## src/rtl/core/idsc_pkg.sv

```systemverilog
`default_nettype none
package idsc_pkg;

	// Geometry and field widths of the block.
	localparam int unsigned MaxWidth    = 4096;
	localparam int unsigned NumChannels = 4;
	localparam int unsigned ChanW       = 8;
	localparam int unsigned DeltaW      = 8;
	localparam int unsigned CoordW      = 12;
	localparam int unsigned CountW      = 25;
	localparam int unsigned WidthW      = 13;
	localparam int unsigned ThreshW     = 8;
	localparam int unsigned FatalW      = 9;
	localparam int unsigned CfgDataW    = 25;
	localparam int unsigned CfgIndexW   = 2;
	localparam int unsigned InDataW     = 2 * NumChannels * ChanW;
	localparam int unsigned OutDataW    = 64;

	localparam logic [WidthW-1:0] WidthMax   = WidthW'(MaxWidth);
	localparam logic [WidthW-1:0] WidthOne   = WidthW'(1);
	localparam logic [CountW-1:0] CountMax   = {CountW{1'b1}};

	// Register map of the configuration port.
	typedef enum logic [CfgIndexW-1:0] {
		REG_IMAGE_WIDTH     = 2'd0,
		REG_PIXEL_THRESHOLD = 2'd1,
		REG_FATAL_THRESHOLD = 2'd2,
		REG_ALLOWED_COUNT   = 2'd3
	} reg_index_t;

	// Register values as seen by the front and back parts.
	typedef struct packed {
		logic [WidthW-1:0]  image_width;
		logic [ThreshW-1:0] pixel_threshold;
		logic [FatalW-1:0]  fatal_threshold;
		logic [CountW-1:0]  allowed_count;
	} cfg_t;

	// One classified pixel as it travels from front to back.
	typedef struct packed {
		logic [DeltaW-1:0] delta;
		logic              over;
		logic              last;
	} item_t;

	// One result of an image.
	typedef struct packed {
		logic              verdict;
		logic [CountW-1:0] differing_total;
		logic [CoordW-1:0] worst_row;
		logic [CoordW-1:0] worst_col;
		logic [DeltaW-1:0] worst_delta;
	} result_t;

	function automatic logic [ChanW-1:0] abs_gap(input logic [ChanW-1:0] a,
			input logic [ChanW-1:0] b);
		abs_gap = (a > b) ? (a - b) : (b - a);
	endfunction

endpackage
`default_nettype wire

```

## src/rtl/core/image_difference_statistics_core.sv

```systemverilog
`default_nettype none
// Channel   Direction  Handshake                      Contents
// s_axis    in         s_axis_tvalid / s_axis_tready  one reference/candidate pixel pair
// m_axis    out        m_axis_tvalid / m_axis_tready  one result per image
// cfg       in         cfg_we (no wait)               register writes by index
//
// Throughput is one pixel request per cycle unless the input stalls. When
// nothing stalls, the result of an image passes the classify register and the
// queue after its last pixel request is taken, then the output register loads
// it. Reset clears counters, running statistics and valid flags at once, with
// no clearing pass; data registers are not reset. The input stalls only when
// the four-entry queue backs up, which happens only while a finished result
// waits on m_axis_tready and the next image end has reached the head of the queue.
module image_difference_statistics_core import idsc_pkg::*; (
	input  wire                   clk,
	input  wire                   arst_n,
	input  wire                   s_axis_tvalid,
	output logic                  s_axis_tready,
	// Fields from bit 0 up: ref_red, ref_green, ref_blue, ref_alpha,
	// cand_red, cand_green, cand_blue, cand_alpha.
	input  wire [InDataW-1:0]     s_axis_tdata,
	// last_pixel: marks the final pixel of an image.
	input  wire                   s_axis_tlast,
	output logic                  m_axis_tvalid,
	input  wire                   m_axis_tready,
	// Fields from bit 0 up: worst_delta, worst_col, worst_row, differing_total,
	// verdict, then zero fill.
	output logic [OutDataW-1:0]   m_axis_tdata,
	input  wire                   cfg_we,
	input  wire [CfgIndexW-1:0]   cfg_index,
	input  wire [CfgDataW-1:0]    cfg_data
);

	cfg_t    cfg_q;
	logic    push;
	item_t   push_item;
	logic    q_ready;
	logic    q_valid;
	item_t   q_item;
	logic    pop;
	result_t result;

	// Configuration registers. They keep their values across images; the user must
	// write them only while the block is idle, as the block does not enforce it.
	always_ff @(posedge clk or negedge arst_n) begin
		if (!arst_n) begin
			cfg_q.image_width     <= WidthOne;
			cfg_q.pixel_threshold <= '0;
			cfg_q.fatal_threshold <= FatalW'(256);
			cfg_q.allowed_count   <= '0;
		end else if (cfg_we) begin
			unique case (reg_index_t'(cfg_index))
				REG_IMAGE_WIDTH:     cfg_q.image_width     <= cfg_data[WidthW-1:0];
				REG_PIXEL_THRESHOLD: cfg_q.pixel_threshold <= cfg_data[ThreshW-1:0];
				REG_FATAL_THRESHOLD: cfg_q.fatal_threshold <= cfg_data[FatalW-1:0];
				REG_ALLOWED_COUNT:   cfg_q.allowed_count   <= cfg_data[CountW-1:0];
				default:             cfg_q                 <= cfg_q;
			endcase
		end
	end

	// The front part computes the pixel difference and whether it counts as
	// differing, then hands the classified pixel to the queue.
	idsc_front u_front (
		.clk       (clk),
		.arst_n    (arst_n),
		.cfg       (cfg_q),
		.in_valid  (s_axis_tvalid),
		.in_ready  (s_axis_tready),
		.in_data   (s_axis_tdata),
		.in_last   (s_axis_tlast),
		.push      (push),
		.push_item (push_item),
		.q_ready   (q_ready)
	);

	idsc_queue u_queue (
		.clk       (clk),
		.arst_n    (arst_n),
		.push      (push),
		.push_item (push_item),
		.ready     (q_ready),
		.pop       (pop),
		.valid     (q_valid),
		.pop_item  (q_item)
	);

	// The back part tracks position, worst difference and count, and loads
	// the output register at the end of each image.
	idsc_back u_back (
		.clk        (clk),
		.arst_n     (arst_n),
		.cfg        (cfg_q),
		.q_valid    (q_valid),
		.q_item     (q_item),
		.pop        (pop),
		.out_valid  (m_axis_tvalid),
		.out_ready  (m_axis_tready),
		.out_result (result)
	);

	assign m_axis_tdata = OutDataW'(result);

endmodule
`default_nettype wire

```

## src/rtl/core/idsc_front.sv

```systemverilog
`default_nettype none
module idsc_front import idsc_pkg::*; (
	input  wire                 clk,
	input  wire                 arst_n,
	input  wire cfg_t           cfg,
	input  wire                 in_valid,
	output logic                in_ready,
	input  wire [InDataW-1:0]   in_data,
	input  wire                 in_last,
	output logic                push,
	output item_t               push_item,
	input  wire                 q_ready
);

	logic              valid_s1;
	item_t             item_s1;
	logic [DeltaW-1:0] delta;

	// Largest absolute difference over the channels; reference channels sit
	// in the low half of the data word, candidate channels in the high half.
	always_comb begin
		logic [ChanW-1:0] g;
		delta = '0;
		for (int c = 0; c < NumChannels; c++) begin
			g = abs_gap(in_data[c*ChanW +: ChanW],
				in_data[(c+NumChannels)*ChanW +: ChanW]);
			if (g > delta) begin
				delta = g;
			end
		end
	end

	assign in_ready  = !valid_s1 || q_ready;
	assign push      = valid_s1 && q_ready;
	assign push_item = item_s1;

	always_ff @(posedge clk or negedge arst_n) begin
		if (!arst_n) begin
			valid_s1 <= 1'b0;
		end else if (in_valid && in_ready) begin
			valid_s1 <= 1'b1;
		end else if (q_ready) begin
			valid_s1 <= 1'b0;
		end
	end

	always_ff @(posedge clk) begin
		if (in_valid && in_ready) begin
			item_s1.delta <= delta;
			item_s1.over  <= (delta > cfg.pixel_threshold);
			item_s1.last  <= in_last;
		end
	end

endmodule
`default_nettype wire

```

## src/rtl/core/idsc_queue.sv

```systemverilog
`default_nettype none
module idsc_queue import idsc_pkg::*; (
	input  wire   clk,
	input  wire   arst_n,
	input  wire   push,
	input  item_t push_item,
	output logic  ready,
	input  wire   pop,
	output logic  valid,
	output item_t pop_item
);

	localparam int unsigned Depth = 4;
	localparam int unsigned PtrW  = $clog2(Depth);

	item_t             mem [Depth];
	logic [PtrW-1:0]   wr_ptr_q;
	logic [PtrW-1:0]   rd_ptr_q;
	logic [PtrW:0]     count_q;

	assign ready    = (count_q != (PtrW+1)'(Depth));
	assign valid    = (count_q != '0);
	assign pop_item = mem[rd_ptr_q];

	always_ff @(posedge clk) begin
		if (push) begin
			mem[wr_ptr_q] <= push_item;
		end
	end

	always_ff @(posedge clk or negedge arst_n) begin
		if (!arst_n) begin
			wr_ptr_q <= '0;
			rd_ptr_q <= '0;
			count_q  <= '0;
		end else begin
			if (push) begin
				wr_ptr_q <= wr_ptr_q + 1'b1;
			end
			if (pop) begin
				rd_ptr_q <= rd_ptr_q + 1'b1;
			end
			unique case ({push, pop})
				2'b10:   count_q <= count_q + 1'b1;
				2'b01:   count_q <= count_q - 1'b1;
				default: count_q <= count_q;
			endcase
		end
	end

	a_no_overflow: assert property (@(posedge clk) disable iff (!arst_n)
		count_q <= (PtrW+1)'(Depth))
		else $error("queue holds more entries than its depth");

	a_push_only_grows: assert property (@(posedge clk) disable iff (!arst_n)
		push && !pop |=> count_q == $past(count_q) + 1'b1)
		else $error("queue count did not follow a lone push");

endmodule
`default_nettype wire

```

## src/rtl/core/idsc_back.sv

```systemverilog
`default_nettype none
module idsc_back import idsc_pkg::*; (
	input  wire     clk,
	input  wire     arst_n,
	input  wire cfg_t cfg,
	input  wire     q_valid,
	input  item_t   q_item,
	output logic    pop,
	output logic    out_valid,
	input  wire     out_ready,
	output result_t out_result
);

	logic [CoordW-1:0] col_q;
	logic [CoordW-1:0] row_q;
	logic [DeltaW-1:0] worst_q;
	logic [CoordW-1:0] worst_col_q;
	logic [CoordW-1:0] worst_row_q;
	logic [CountW-1:0] count_q;
	logic              out_valid_q;
	result_t           out_q;

	logic [DeltaW-1:0] worst_nx;
	logic [CoordW-1:0] worst_col_nx;
	logic [CoordW-1:0] worst_row_nx;
	logic [CountW-1:0] count_nx;
	logic [WidthW-1:0] width_eff;
	logic              row_end;

	// A result needs a free output register; other pixels never wait.
	assign pop = q_valid && (!q_item.last || !out_valid_q || out_ready);

	always_comb begin
		worst_nx     = worst_q;
		worst_col_nx = worst_col_q;
		worst_row_nx = worst_row_q;
		if (q_item.delta > worst_q) begin
			worst_nx     = q_item.delta;
			worst_col_nx = col_q;
			worst_row_nx = row_q;
		end
		count_nx = count_q;
		if (q_item.over && count_q != CountMax) begin
			count_nx = count_q + 1'b1;
		end
	end

	always_comb begin
		if (cfg.image_width == '0) begin
			width_eff = WidthOne;
		end else if (cfg.image_width > WidthMax) begin
			width_eff = WidthMax;
		end else begin
			width_eff = cfg.image_width;
		end
		row_end = ({1'b0, col_q} + WidthOne) >= width_eff;
	end

	always_ff @(posedge clk or negedge arst_n) begin
		if (!arst_n) begin
			col_q       <= '0;
			row_q       <= '0;
			worst_q     <= '0;
			worst_col_q <= '0;
			worst_row_q <= '0;
			count_q     <= '0;
			out_valid_q <= 1'b0;
		end else begin
			if (pop && q_item.last) begin
				col_q       <= '0;
				row_q       <= '0;
				worst_q     <= '0;
				worst_col_q <= '0;
				worst_row_q <= '0;
				count_q     <= '0;
			end else if (pop) begin
				worst_q     <= worst_nx;
				worst_col_q <= worst_col_nx;
				worst_row_q <= worst_row_nx;
				count_q     <= count_nx;
				if (row_end) begin
					col_q <= '0;
					row_q <= row_q + 1'b1;
				end else begin
					col_q <= col_q + 1'b1;
				end
			end
			if (pop && q_item.last) begin
				out_valid_q <= 1'b1;
			end else if (out_ready) begin
				out_valid_q <= 1'b0;
			end
		end
	end

	always_ff @(posedge clk) begin
		if (pop && q_item.last) begin
			out_q.worst_delta     <= worst_nx;
			out_q.worst_col       <= worst_col_nx;
			out_q.worst_row       <= worst_row_nx;
			out_q.differing_total <= count_nx;
			out_q.verdict         <= ({1'b0, worst_nx} < cfg.fatal_threshold) &&
				(count_nx <= cfg.allowed_count);
		end
	end

	assign out_valid  = out_valid_q;
	assign out_result = out_q;

	a_last_gives_result: assert property (@(posedge clk) disable iff (!arst_n)
		pop && q_item.last |=> out_valid_q && count_q == '0 && worst_q == '0)
		else $error("image end did not raise a result and clear the state");

	a_result_held: assert property (@(posedge clk) disable iff (!arst_n)
		out_valid_q && !out_ready && !(pop && q_item.last) |=> $stable(out_q))
		else $error("waiting result changed before it was taken");

endmodule
`default_nettype wire
```

## config.mk

```make
export PLATFORM = sky130hd
export DESIGN_NAME = image_difference_statistics_core
export DESIGN_NICKNAME = d
export VERILOG_FILES = /design/src/rtl/core/idsc_pkg.sv /design/src/rtl/core/image_difference_statistics_core.sv /design/src/rtl/core/idsc_front.sv /design/src/rtl/core/idsc_queue.sv /design/src/rtl/core/idsc_back.sv
export SDC_FILE = /design/constraint.sdc
export NUM_CORES = 1
export LEC_CHECK = 0
export BUFFER_PORTS_ARGS = -buffer_cell sky130_fd_sc_hd__buf_4
export CORE_MARGIN = 2
export CORE_UTILIZATION = 40
export CTS_CLUSTER_SIZE = 40
export DETAILED_ROUTE_END_ITERATION = 8
export SYNTH_ARGS = -nofsm -noshare
export SYNTH_HDL_FRONTEND = slang
export SYNTH_SLANG_ARGS = --single-unit
```

## constraint.sdc

```tcl
create_clock -name clk -period 7.1 [get_ports clk]
set_input_delay 1.42 -clock clk [delete_from_list [all_inputs] [get_ports clk]]
set_output_delay 1.42 -clock clk [all_outputs]
set_load 0.005 [all_outputs]
```

==> results of run 1 <==
[worst min-delay path by stage]
stage,cells after the start,slack (ns),from,to
finish,1,0.50,u_back.worst_col_q[2]$_DFFE_PN0P_,u_back.worst_col_q[2]$_DFFE_PN0P_
global route,1,0.52,cfg_q[24]$_DFFE_PN0P_,cfg_q[24]$_DFFE_PN0P_
CTS,1,0.51,u_back.worst_col_q[5]$_DFFE_PN0P_,u_back.worst_col_q[5]$_DFFE_PN0P_
detailed placement,1,0.49,u_back.worst_row_q[6]$_DFFE_PN0P_,u_back.worst_row_q[6]$_DFFE_PN0P_
global placement,1,0.48,u_back.worst_row_q[1]$_DFFE_PN0P_,u_back.worst_row_q[1]$_DFFE_PN0P_
floorplan,0,0.46,u_front.push_item[0]$_DFFE_PP_,u_queue.mem[0][0]$_DFFE_PP_
[flip-flops by register name, indices dropped and copies added (netlist names)]
| register | cells |
|---|---|
| u_back.out_result | 58 |
| cfg_q | 55 |
| u_queue.mem | 40 |
| u_back.count_q | 25 |
| u_back.col_q | 12 |
| u_back.row_q | 12 |
| u_back.worst_col_q | 12 |
| u_back.worst_row_q | 12 |
| u_front.push_item | 10 |
| u_back.worst_q | 8 |
| u_queue.count_q | 3 |
| u_queue.rd_ptr_q | 2 |
| u_queue.wr_ptr_q | 2 |
| u_back.out_valid | 1 |
| u_front.valid_s1 | 1 |
[power groups by stage]
stage,Combinational (µW),Sequential [µW],Clock [µW]
after floorplan,2400,2310,0
after global placement,3780,2360,0
after detailed placement,3890,2370,0
after CTS,4050,2350,1410
after global routing,4640,2400,1480
final,4200,2340,1390
[layout make-up]
class                      count  area share
sequential                   253       0.352
inverter                     155      0.0305
tap                          518      0.0332
multi-input combinational    988       0.419
clock inverter                18      0.0101
timing repair buffer         310       0.120
clock buffer                  30      0.0341
[synthesized netlist by cell type, types with 5 or more instances]
cell        n
nand3_1    20
buf_1       6
inv_1     153
ha_1      153
a21o_1     33
a21oi_1    63
nor2_1     44
mux2i_1    30
and3_1     22
nand4_1    25
o21ai_0    61
o31ai_1    14
buf_2       6
or3_1       5
edfxtp_1  108
o21a_1     13
buf_4       6
mux2_2     91
nand2_1   114
a22o_1     29
fa_1        9
o21ai_1    23
mux4_2     10
and2_1     19
a211oi_1   10
clkbuf_1   32
and4_1     12
xor2_1     27
o21bai_1    5
nor3_1      9
nor2b_1    17
a31oi_1    16
dfrtp_1   143
nand2b_1   10
xnor2_1    35
o211ai_1    6
[cells in the final DEF, fill, tap and decap left out, types with 8 or more instances in the layout]
cell type / synthesis / final
buf_4: 6 / 305
inv_1: 153 / 151
ha_1: 153 / 145
dfrtp_1: 143 / 143
nand2_1: 114 / 110
edfxtp_1: 108 / 108
mux2_2: 91 / 90
a21oi_1: 63 / 55
o21ai_0: 61 / 54
nor2_1: 44 / 42
xnor2_1: 35 / 35
a21o_1: 33 / 31
a22o_1: 29 / 29
xor2_1: 27 / 27
clkbuf_16: 0 / 26
nand4_1: 25 / 25
o21ai_1: 23 / 24
and3_1: 22 / 22
mux2i_1: 30 / 21
nand3_1: 20 / 19
and2_1: 19 / 16
nor2b_1: 17 / 16
a31oi_1: 16 / 15
o21a_1: 13 / 13
o31ai_1: 14 / 13
and4_1: 12 / 12
mux4_2: 10 / 10
nand2b_1: 10 / 10
mux2i_2: 0 / 9
a21oi_2: 1 / 8
nor3_1: 9 / 8
clkinv_1: 2 / 8
[cell families after synthesis]
family / count (synthesis) / synth area share
AOI/OAI and AO/OA: 314 / 0.133
DFF: 253 / 0.443
and+or+nand+nor: 312 / 0.101
xor gates and xnor gates: 62 / 0.0350
other: 1 / 0.000242
muxes: 132 / 0.101
buffers and inverters: 206 / 0.0523
adders and majority gates: 162 / 0.135
[per-layer routing]
layer	track usage	wire length, µm	vias up
met5	0	16	-
met4	0.0381	540	2
met3	0.0209	1330	44
met1	0.234	16500	5643
li1	-	-	5754
met2	0.328	18600	189
[metrics by stage]
stage                     worst slack (ns)  cells  power (µW)  utilization  setup TNS (ns)
after floorplan                      -1.09   1447        4710            -           -1.70
after global placement               -1.39   2203        6140        0.475           -5.46
after detailed placement             -1.71   2203        6270        0.475           -7.10
after CTS                           -0.851   2266        7820        0.502           -1.00
after global routing                 -1.27   2272        8510        0.507           -3.00
final                               -0.924   2272        7930        0.507           -1.27
[what timing repair did]
item / 4_1_cts / 5_1_grt
setup buffers: 15 / 6
hold buffers: 0 / 0
endpoints found under the setup margin: 7 / 8
resized for setup: 18 / 34
pin swaps: 18 / 15
[worst max-delay path, delay by kind of cell]
kind	cells	cell delay, ns
muxes	2	0.47
xor gates and xnor gates	1	0.27
adders and majority gates	6	1.49
and+or+nand+nor	9	0.89
AOI/OAI and AO/OA	20	3.35
buffers and inverters	5	0.41
==> reports/results.ini, run 1 <==
[outcome]
status=finished, violations left
violations=setup timing

[timing]
layout_min_cycle_time_ns=8.02
finalClockSkew_ns=0.00775
final-setup-viol-count=4
hold_violations=0
rsz0062_at_grt=yes
tightestPinTransition_ns=1.19
fin_hold_ws_ns=0.498
drv_slew=0
fmax_mhz=125
slew_headroom=0.206
setup_ws_ns=-0.924
finalCritPeriodShare=1.13

[drt]
drt-vias-per-instance=5.12
drtIter0Drc=597
num_vias=11600
wl_mm=37.0
wire_per_inst_um=16.3
drc=0
first_pass_iters=5
postRouteAntennaNets=0

[grt]
grt.total_usage=0.182
antenna_found_initial=1
grt_max_degree=80
grt_pass1_vias=11800
overflow=0
grt_pass1_wl_mm=60.2

[critical_path]
r2r_setup_slack_ns=2.51
reg2reg_depth=15
reg2reg_to=u_back.out_result[57]$_DFFE_PP_
cp-start-kind=input pin
endpoint_kind=flip-flop
max_stage_delay_ns=0.38
worstPathRequired_ns=7.39
crit_fanout=7
critical_path_class=input pin to flip-flop
worstSetupStartpoint=s_axis_tdata[0]
cp.arrival_ns=8.31
cp_slowest_cell=a221o_1
crit_path_end=u_front.push_item[1]$_DFFE_PP_
rr_startpoint=u_queue.rd_ptr_q[0]$_DFFE_PN0P_
crit_top_cell=o21a_1

[layout]
layout-drive-gt1-share=0.297
finalNetCount=1993
regArea_mm2=0.00687
multi_input_area_mm2=0.00817
syn2layout_area_growth_pct=25.7
fillers=3456
antenna_cells=0
fin_area_mm2=0.0195

[place]
finalWeightedCongestion=0.835
place_area_mm2=0.0183
hpwl_mm=28.1
io_buffer_count=156

[power]
power_leakage_uw=0.00926
comb_power_share=0.530
internal_power_uw=4940
powerDensity_mw_per_mm2=406
peakVddDrop_uv=256
pwr-share-clk=0.175
seqPwrFrac=0.296
p_sw_frac=0.377
switchingPower_uw=2990

[floorplanning]
pin_count=163
start_util=0.403
die_height_um=201
design.core.area_mm2=0.0385
die_w_um=201
dieArea_mm2=0.0404
rows=72

[clocking]
path_clk_slew_ns=0.06
cts_buffers=26
cts_tree=built
cts_max_level=1
cts_num_sinks=253
clockBufferDepth=3
clk_latency_ns=0.54
cts_root_buffer=clkbuf_16

[yosys]
synth_area_per_cell_um2=10.8
yosys.area.top_type=dfrtp_1
synth_cell_types=72
synth_ff_type=dfrtp_1
synthCells=1442
seq_area_frac_synth=0.443
synth-edff-count=108
ys_top_cells_by_area=dfrtp_1, edfxtp_1, ha_1
synth_warnings=0
synth-seq-cells=253
yosysTopAreaCellShare=0.231
syn_area_mm2=0.0155
synthArstFlopShare=0.573

[flow_run]
cap_violations=0

[worst_hold_path]
hold_class=flip-flop to flip-flop

Power figures use the tool's default switching activity.
==> inputs of run 2 (changes only) <==
- ABC_AREA: default -> 1
==> run 2 against run 1 <==
Net effect:
- total power up 8.3%
- sequential share of layout area up 0.28 points
- synthesized area up 6.7%
- non-clock buffer count down 114
- sequential power up 10%
- combinational power up 11%
- the flow now finishes without violations
- register-to-register slack better by 0.41 ns
==> reports/results.ini, run 2 <==
[critical_path]
crit_top_cell=nand2_1  ; was o21a_1
r2r_setup_slack_ns=2.92  ; was 2.51 ns
cp_top_family=simple AND/OR/NAND/NOR gates  ; was compound AO/OA/AOI/OAI gates
endpoint_kind=flip-flop  ; unchanged
max_stage_delay_ns=0.29  ; was 0.38 ns
worstPathRequired_ns=7.37  ; was 7.39 ns
cp.depth=44  ; was 43
cp_slowest_cell=ha_1  ; was a221o_1
crit_path_end=u_front.push_item[1]$_DFFE_PP_  ; unchanged
cp-start-kind=input pin  ; unchanged
crit_fanout=7  ; unchanged
reg2reg_to=u_back.out_result[57]$_DFFE_PP_  ; unchanged
rr_startpoint=u_queue.rd_ptr_q[0]$_DFFE_PN0P_  ; unchanged
worstSetupStartpoint=s_axis_tdata[8]  ; was s_axis_tdata[0]
critical_path_class=input pin to flip-flop  ; unchanged
reg2reg_depth=19  ; was 15
crit_buf_inv=9  ; was 5
cp.arrival_ns=6.86  ; was 8.31 ns

[timing]
finalClockSkew_ns=0.0117  ; was 0.00775 ns
tightestPinTransition_ns=0.931  ; was 1.19 ns
finalCritPeriodShare=0.928  ; was 1.13
setup_ws_ns=0.511  ; was -0.924 ns
drv_slew=0  ; unchanged
slew_headroom=0.377  ; was 0.206
layout_min_cycle_time_ns=6.59  ; was 8.02 ns
hold_violations=0  ; unchanged
final-setup-viol-count=0  ; was 4
tns_ns=0  ; was -1.27 ns
fmax_mhz=152  ; was 125 MHz

[floorplanning]
rows=74  ; was 72
die_height_um=207  ; was 201 µm
design.core.area_mm2=0.0408  ; was 0.0385 mm²
start_util=0.406  ; was 0.403
pin_count=163  ; unchanged
die_w_um=207  ; was 201 µm
dieArea_mm2=0.0431  ; was 0.0404 mm²

[yosys]
synth_ff_type=dfrtp_1  ; unchanged
synth-edff-count=108  ; unchanged
yosys.area.top_type=dfrtp_1  ; unchanged
syn_area_mm2=0.0166  ; was 0.0155 mm²
synth_area_per_cell_um2=7.99  ; was 10.8 µm²
synthArstFlopShare=0.573  ; unchanged
synth_warnings=0  ; unchanged
ys_top_cells_by_area=dfrtp_1, edfxtp_1, nand2_1  ; was dfrtp_1, edfxtp_1, ha_1
yosysTopAreaCellShare=0.216  ; was 0.231
synth_common_cells=nand2_1, inv_1, ha_1, dfrtp_1, o21ai_0  ; was ha_1, inv_1, dfrtp_1, nand2_1, edfxtp_1
synth_cell_types=54  ; was 72
synth_most_common_cell=nand2_1
synth-seq-cells=253  ; unchanged
synthCells=2073  ; was 1442
seq_area_frac_synth=0.415  ; was 0.443

[drt]
wire_per_inst_um=14.0  ; was 16.3 µm
first_pass_iters=5  ; unchanged
postRouteAntennaNets=0  ; unchanged
drc=0  ; unchanged
wl_mm=39.0  ; was 37.0 mm
drtIter0Drc=584  ; was 597
drt-vias-per-instance=4.82  ; was 5.12
num_vias=13400  ; was 11600

[power]
internal_power_uw=4820  ; was 4940 µW
pwr-share-clk=0.155  ; was 0.175
comb_power_share=0.544  ; was 0.530
p_sw_frac=0.438  ; was 0.377
switchingPower_uw=3760  ; was 2990 µW
powerDensity_mw_per_mm2=443  ; was 406 mW/mm²
seqPwrFrac=0.301  ; was 0.296
power_leakage_uw=0.00985  ; was 0.00926 µW
peakVddDrop_uv=285  ; was 256 µV

[clocking]
cts_tree=built  ; unchanged
cts_root_buffer=clkbuf_16  ; unchanged
clockBufferDepth=3  ; unchanged
cts_hold_buf=0  ; unchanged
clk_latency_ns=0.53  ; was 0.54 ns
cts_buffers=24  ; was 26
path_clk_slew_ns=0.06  ; about the same
cts_num_sinks=253  ; unchanged
cts_max_level=1  ; unchanged

[grt]
overflow=0  ; unchanged
grt.total_usage=0.181  ; was 0.182
grt_max_degree=86  ; was 80
antenna_found_initial=5  ; was 1
grt_pass1_vias=13200  ; was 11800
grt_pass1_wl_mm=64.5  ; was 60.2 mm

[worst_hold_path]
hold_class=flip-flop to flip-flop  ; unchanged

[flow_run]
cap_violations=0  ; unchanged

[layout]
layout-drive-gt1-share=0.134  ; was 0.297
syn2layout_area_growth_pct=16.8  ; was 25.7%
final_cell_mix=nand2_1, inv_1, buf_4  ; was buf_4, inv_1, ha_1
fillers=3987  ; was 3456
final_common_cell=nand2_1  ; was buf_4
largest_reg_flops=58  ; unchanged
finalNetCount=2498  ; was 1993

[place]
finalWeightedCongestion=0.914  ; was 0.835
pre_cts_ws_ns=-0.189  ; was -1.71 ns
io_buffer_count=156  ; unchanged
hpwl_mm=30.8  ; was 28.1 mm

[outcome]
status=finished clean  ; was finished, violations left

[run 2: changes by cell type after synthesis, moves of 17 or more]
cell	before	now
a21oi_1	63	93
o21ai_0	61	143
nor2b_1	17	0
nor2_1	44	109
and3_1	22	1
a22o_1	29	1
inv_1	153	354
o22ai_1	3	45
a21o_1	33	2
nand3_1	20	82
xor2_1	27	47
mux2_2	91	0
mux2i_1	30	1
nand2_1	114	552
[run 2: power groups by stage]
| stage | clock network (µW) | registers [µW] | logic (µW) |
|---|---|---|---|
| after floorplan | 0 | 2540 | 3170 |
| after global placement | 0 | 2610 | 4480 |
| after detailed placement | 0 | 2620 | 4610 |
| after CTS | 1360 | 2590 | 4630 |
| after global routing | 1410 | 2640 | 5370 |
| final | 1330 | 2580 | 4670 |
[run 2: worst min-delay path: stages, from the launching register on]
cell and delay (ns):
dfrtp_1 0.34, nand2_1 0.05, o21ai_0 0.06
[run 2: cell type report]
cell class                 count  area, µm²  share of cell area
multi-input combinational   1400       8140               0.421
timing repair buffer         196       1480              0.0764
tap                          532        666              0.0344
inverter                     364       1370              0.0707
clock inverter                13        156             0.00808
clock buffer                  31        667              0.0345
antenna                        1       2.50            0.000129
sequential                   253       6870               0.355
[run 2: worst min-delay path by stage]
stage | slack (ns) | startpoint | end | cells past startpoint
after floorplan | 0.45 | cfg_q[10]$_DFFE_PN0P_ | cfg_q[10]$_DFFE_PN0P_ | 2
after global placement | 0.47 | cfg_q[4]$_DFFE_PN0P_ | cfg_q[4]$_DFFE_PN0P_ | 2
after detailed placement | 0.48 | cfg_q[4]$_DFFE_PN0P_ | cfg_q[4]$_DFFE_PN0P_ | 2
after CTS | 0.49 | cfg_q[4]$_DFFE_PN0P_ | cfg_q[4]$_DFFE_PN0P_ | 2
after global routing | 0.52 | u_front.push_item[2]$_DFFE_PP_ | u_queue.mem[3][2]$_DFFE_PP_ | 0
final | 0.49 | cfg_q[1]$_DFFE_PN0P_ | cfg_q[1]$_DFFE_PN0P_ | 2
[run 2: what timing repair did]
action / 4_1_cts / 5_1_grt
setup buffers: 0 / 2
resized for setup: 0 / 28
setup endpoints to repair: 0 / 1
[run 2: per-layer routing]
metal  share of wire  global-route usage
met3           0.045              0.0301
met1            0.43               0.221
met2            0.50               0.327
met5          0.0010                   0
met4           0.022              0.0490
[run 2: per-stage QoR]
stage,hold slack (ns),util,instances,cell area [µm²],power (µW)
2_1_floorplan,0.453,-,2078,16600,5700
3_3_place_gp,0.468,0.451,2743,18400,7090
3_5_place_dp,0.477,0.451,2743,18400,7230
4_1_cts,0.491,0.471,2787,19200,8580
5_1_grt,0.516,0.474,2789,19300,9420
6_report,0.489,0.474,2790,19400,8580
[run 2: logic make-up after synthesis]
group                    count (synthesis)  synth area share
XOR/XNOR                                72            0.0385
buffers and inverters                  425             0.101
adder cells (fa/ha/maj)                162             0.126
multiplexers                             1          0.000604
AND/OR/NAND/NOR                        822             0.206
other                                    1          0.000226
flip-flops                             253             0.415
AO/OA/AOI/OAI                          337             0.112
==> inputs of run 3 (changes only) <==
- GPL_TIMING_DRIVEN: default -> 0
==> run 3 against run 2 <==
Net effect:
- final cell count grew 1.2%
- setup slack worse by 0.17 ns
- clock power grew 4%
- worst hold slack worse by 0.0027 ns
- via count increased by 3.6%
- global-route usage rose by 1.4 points
- combinational power increased by 11%
- routed wire length up 8.3%
- flip-flop and latch count stayed put
- final area increased by 1.9%
- critical path depth is the same
- clock-buffer cell count increased by 7
- critical endpoint unchanged
==> reports/results.ini, run 3 (same netlist as run 2, synthesis figures left out) <==
[power]
seqPwrFrac=0.280  ; was 0.301
switchingPower_uw=4130  ; was 3760 µW
power_leakage_uw=0.00994  ; was 0.00985 µW
p_sw_frac=0.454  ; was 0.438
internal_power_uw=4980  ; was 4820 µW
comb_power_share=0.569  ; was 0.544
powerDensity_mw_per_mm2=462  ; was 443 mW/mm²
pwr-share-clk=0.152  ; was 0.155
p_total_uw=9110  ; was 8580 µW
peakVddDrop_uv=273  ; was 285 µV

[layout]
finalNetCount=2530  ; was 2498
largest_reg_flops=58  ; unchanged
regArea_mm2=0.00687  ; unchanged
fillers=4028  ; was 3987
final_cell_mix=nand2_1, inv_1, buf_4  ; unchanged
multi_input_area_mm2=0.00834  ; was 0.00814 mm²
layout-drive-gt1-share=0.151  ; was 0.134
syn2layout_area_growth_pct=19.1  ; was 16.8%
fin_area_mm2=0.0197  ; was 0.0194 mm²
antenna_cells=0  ; was 1
final_cells=2823  ; was 2790
final_common_cell=nand2_1  ; unchanged

[place]
pre_cts_ws_ns=-0.983  ; was -0.189 ns
place_area_mm2=0.0185  ; was 0.0184 mm²
finalWeightedCongestion=0.887  ; was 0.914
hpwl_mm=33.3  ; was 30.8 mm
io_buffer_count=156  ; unchanged
dp_cells=2768  ; was 2743

[critical_path]
worstPathRequired_ns=7.39  ; was 7.37 ns
cp_slowest_cell=fa_2  ; was ha_1
rr_startpoint=u_queue.rd_ptr_q[0]$_DFFE_PN0P_  ; unchanged
r2r_setup_slack_ns=2.43  ; was 2.92 ns
endpoint_kind=flip-flop  ; unchanged
cp-start-kind=input pin  ; unchanged
max_stage_delay_ns=0.42  ; was 0.29 ns
reg2reg_to=u_back.out_result[57]$_DFFE_PP_  ; unchanged
crit_fanout=7  ; unchanged
crit_top_cell=nand2_1  ; unchanged
cp.arrival_ns=7.06  ; was 6.86 ns
reg2reg_depth=22  ; was 19
critical_path_class=input pin to flip-flop  ; unchanged

[outcome]
status=finished clean  ; unchanged

[grt]
grt_pass1_wl_mm=69.1  ; was 64.5 mm
grt_max_degree=74  ; was 86
grt_pass1_vias=13800  ; was 13200
grt.total_usage=0.194  ; was 0.181
overflow=0  ; unchanged
antenna_found_initial=4  ; was 5

[timing]
fmax_mhz=148  ; was 152 MHz
tightestPinTransition_ns=1.02  ; was 0.931 ns
final-setup-viol-count=0  ; unchanged
hold_violations=0  ; unchanged
layout_min_cycle_time_ns=6.76  ; was 6.59 ns
slew_headroom=0.318  ; was 0.377
finalCritPeriodShare=0.952  ; was 0.928
finalClockSkew_ns=0.0158  ; was 0.0117 ns
setup_ws_ns=0.337  ; was 0.511 ns
drv_slew=0  ; unchanged
fin_hold_ws_ns=0.487  ; was 0.489 ns

[floorplanning]
design.core.area_mm2=0.0408  ; unchanged
die_w_um=207  ; unchanged
dieArea_mm2=0.0431  ; unchanged
start_util=0.406  ; unchanged
die_height_um=207  ; unchanged
pin_count=163  ; unchanged
rows=74  ; unchanged

[drt]
first_pass_iters=5  ; unchanged
num_vias=13900  ; was 13400
drtIter0Drc=603  ; was 584
drt-vias-per-instance=4.93  ; was 4.82
drc=0  ; unchanged
wire_per_inst_um=15.0  ; was 14.0 µm
wl_mm=42.3  ; was 39.0 mm
postRouteAntennaNets=0  ; unchanged

[clocking]
path_clk_slew_ns=0.06  ; about the same
clockBufferDepth=3  ; unchanged
cts_num_sinks=253  ; unchanged
clk_latency_ns=0.55  ; was 0.53 ns
cts_buffers=26  ; was 24
cts_max_level=1  ; unchanged
cts_tree=built  ; unchanged
cts_root_buffer=clkbuf_16  ; unchanged
cts_hold_buf=0  ; unchanged

[worst_hold_path]
hold_path_end=cfg_q[4]$_DFFE_PN0P_  ; was cfg_q[1]$_DFFE_PN0P_
whs_path_depth=2  ; unchanged
min-delay-start=cfg_q[4]$_DFFE_PN0P_  ; was cfg_q[1]$_DFFE_PN0P_
hold_class=flip-flop to flip-flop  ; unchanged

[flow_run]
cap_violations=0  ; unchanged

run 3: changes by cell type in the layout (fill, tap and decap cells not counted), sizes merged, moves of 2 or more:
cell and change:
clkinvlp +2, clkinv -4, clkbuf +41, buf -5
run 3: worst max path at each step:
stage / from / end / slack [ns] / cells after the start
2_1_floorplan: s_axis_tdata[8] / u_front.push_item[1]$_DFFE_PP_ / 0.14 / 41
3_3_place_gp: s_axis_tdata[8] / u_front.push_item[1]$_DFFE_PP_ / -0.93 / 43
3_5_place_dp: s_axis_tdata[8] / u_front.push_item[1]$_DFFE_PP_ / -0.98 / 43
4_1_cts: s_axis_tdata[8] / u_front.push_item[1]$_DFFE_PP_ / 0.03 / 43
5_1_grt: s_axis_tdata[11] / u_front.push_item[1]$_DFFE_PP_ / -0.05 / 44
6_report: s_axis_tdata[8] / u_front.push_item[1]$_DFFE_PP_ / 0.34 / 44
run 3: what timing repair did:
action                     CTS  global route
resized for setup            3            93
gates cloned                 0             3
setup buffers                0             5
setup endpoints to repair    1             1
pin swaps                    0            23
run 3: stage by stage:
stage,TNS [ns],util
global placement,-1.97,0.451
finish,0,0.483
detailed placement,-2.48,0.452
CTS,0,0.474
floorplan,0,-
global route,-0.0498,0.483
run 3: power by group through the flow:
stage               Combinational, µW  Sequential (µW)  Clock (µW)
finish                           5180             2550        1380
global route                     5910             2600        1470
CTS                              4840             2550        1420
detailed placement               4820             2580           0
global placement                 4650             2580           0
floorplan                        3170             2540           0
run 3: metal layers:
metal / global-route usage / vias up / wire [µm]
met4: 0.0424 / 8 / 741
li1: - / 7091 / -
met1: 0.243 / 6506 / 18500
met5: 0 / - / 51
met3: 0.0290 / 50 / 1860
met2: 0.353 / 266 / 21100
run 3: final cells by class:
cell class              count  area share
clock inverters            10     0.00539
flip-flops and latches    253       0.349
well taps                 532      0.0338
plain buffers              60      0.0167
multi-input cells        1401       0.423
clock buffers              38      0.0384
inverters                 364      0.0698
repair buffers            165      0.0645
run 3: worst max-delay path, delay by kind of cell:
kind / cells / cell delay (ns)
compound gates: 9 / 1.27
buf+inv: 7 / 0.58
fa+ha+maj: 6 / 1.55
simple gates: 22 / 2.22
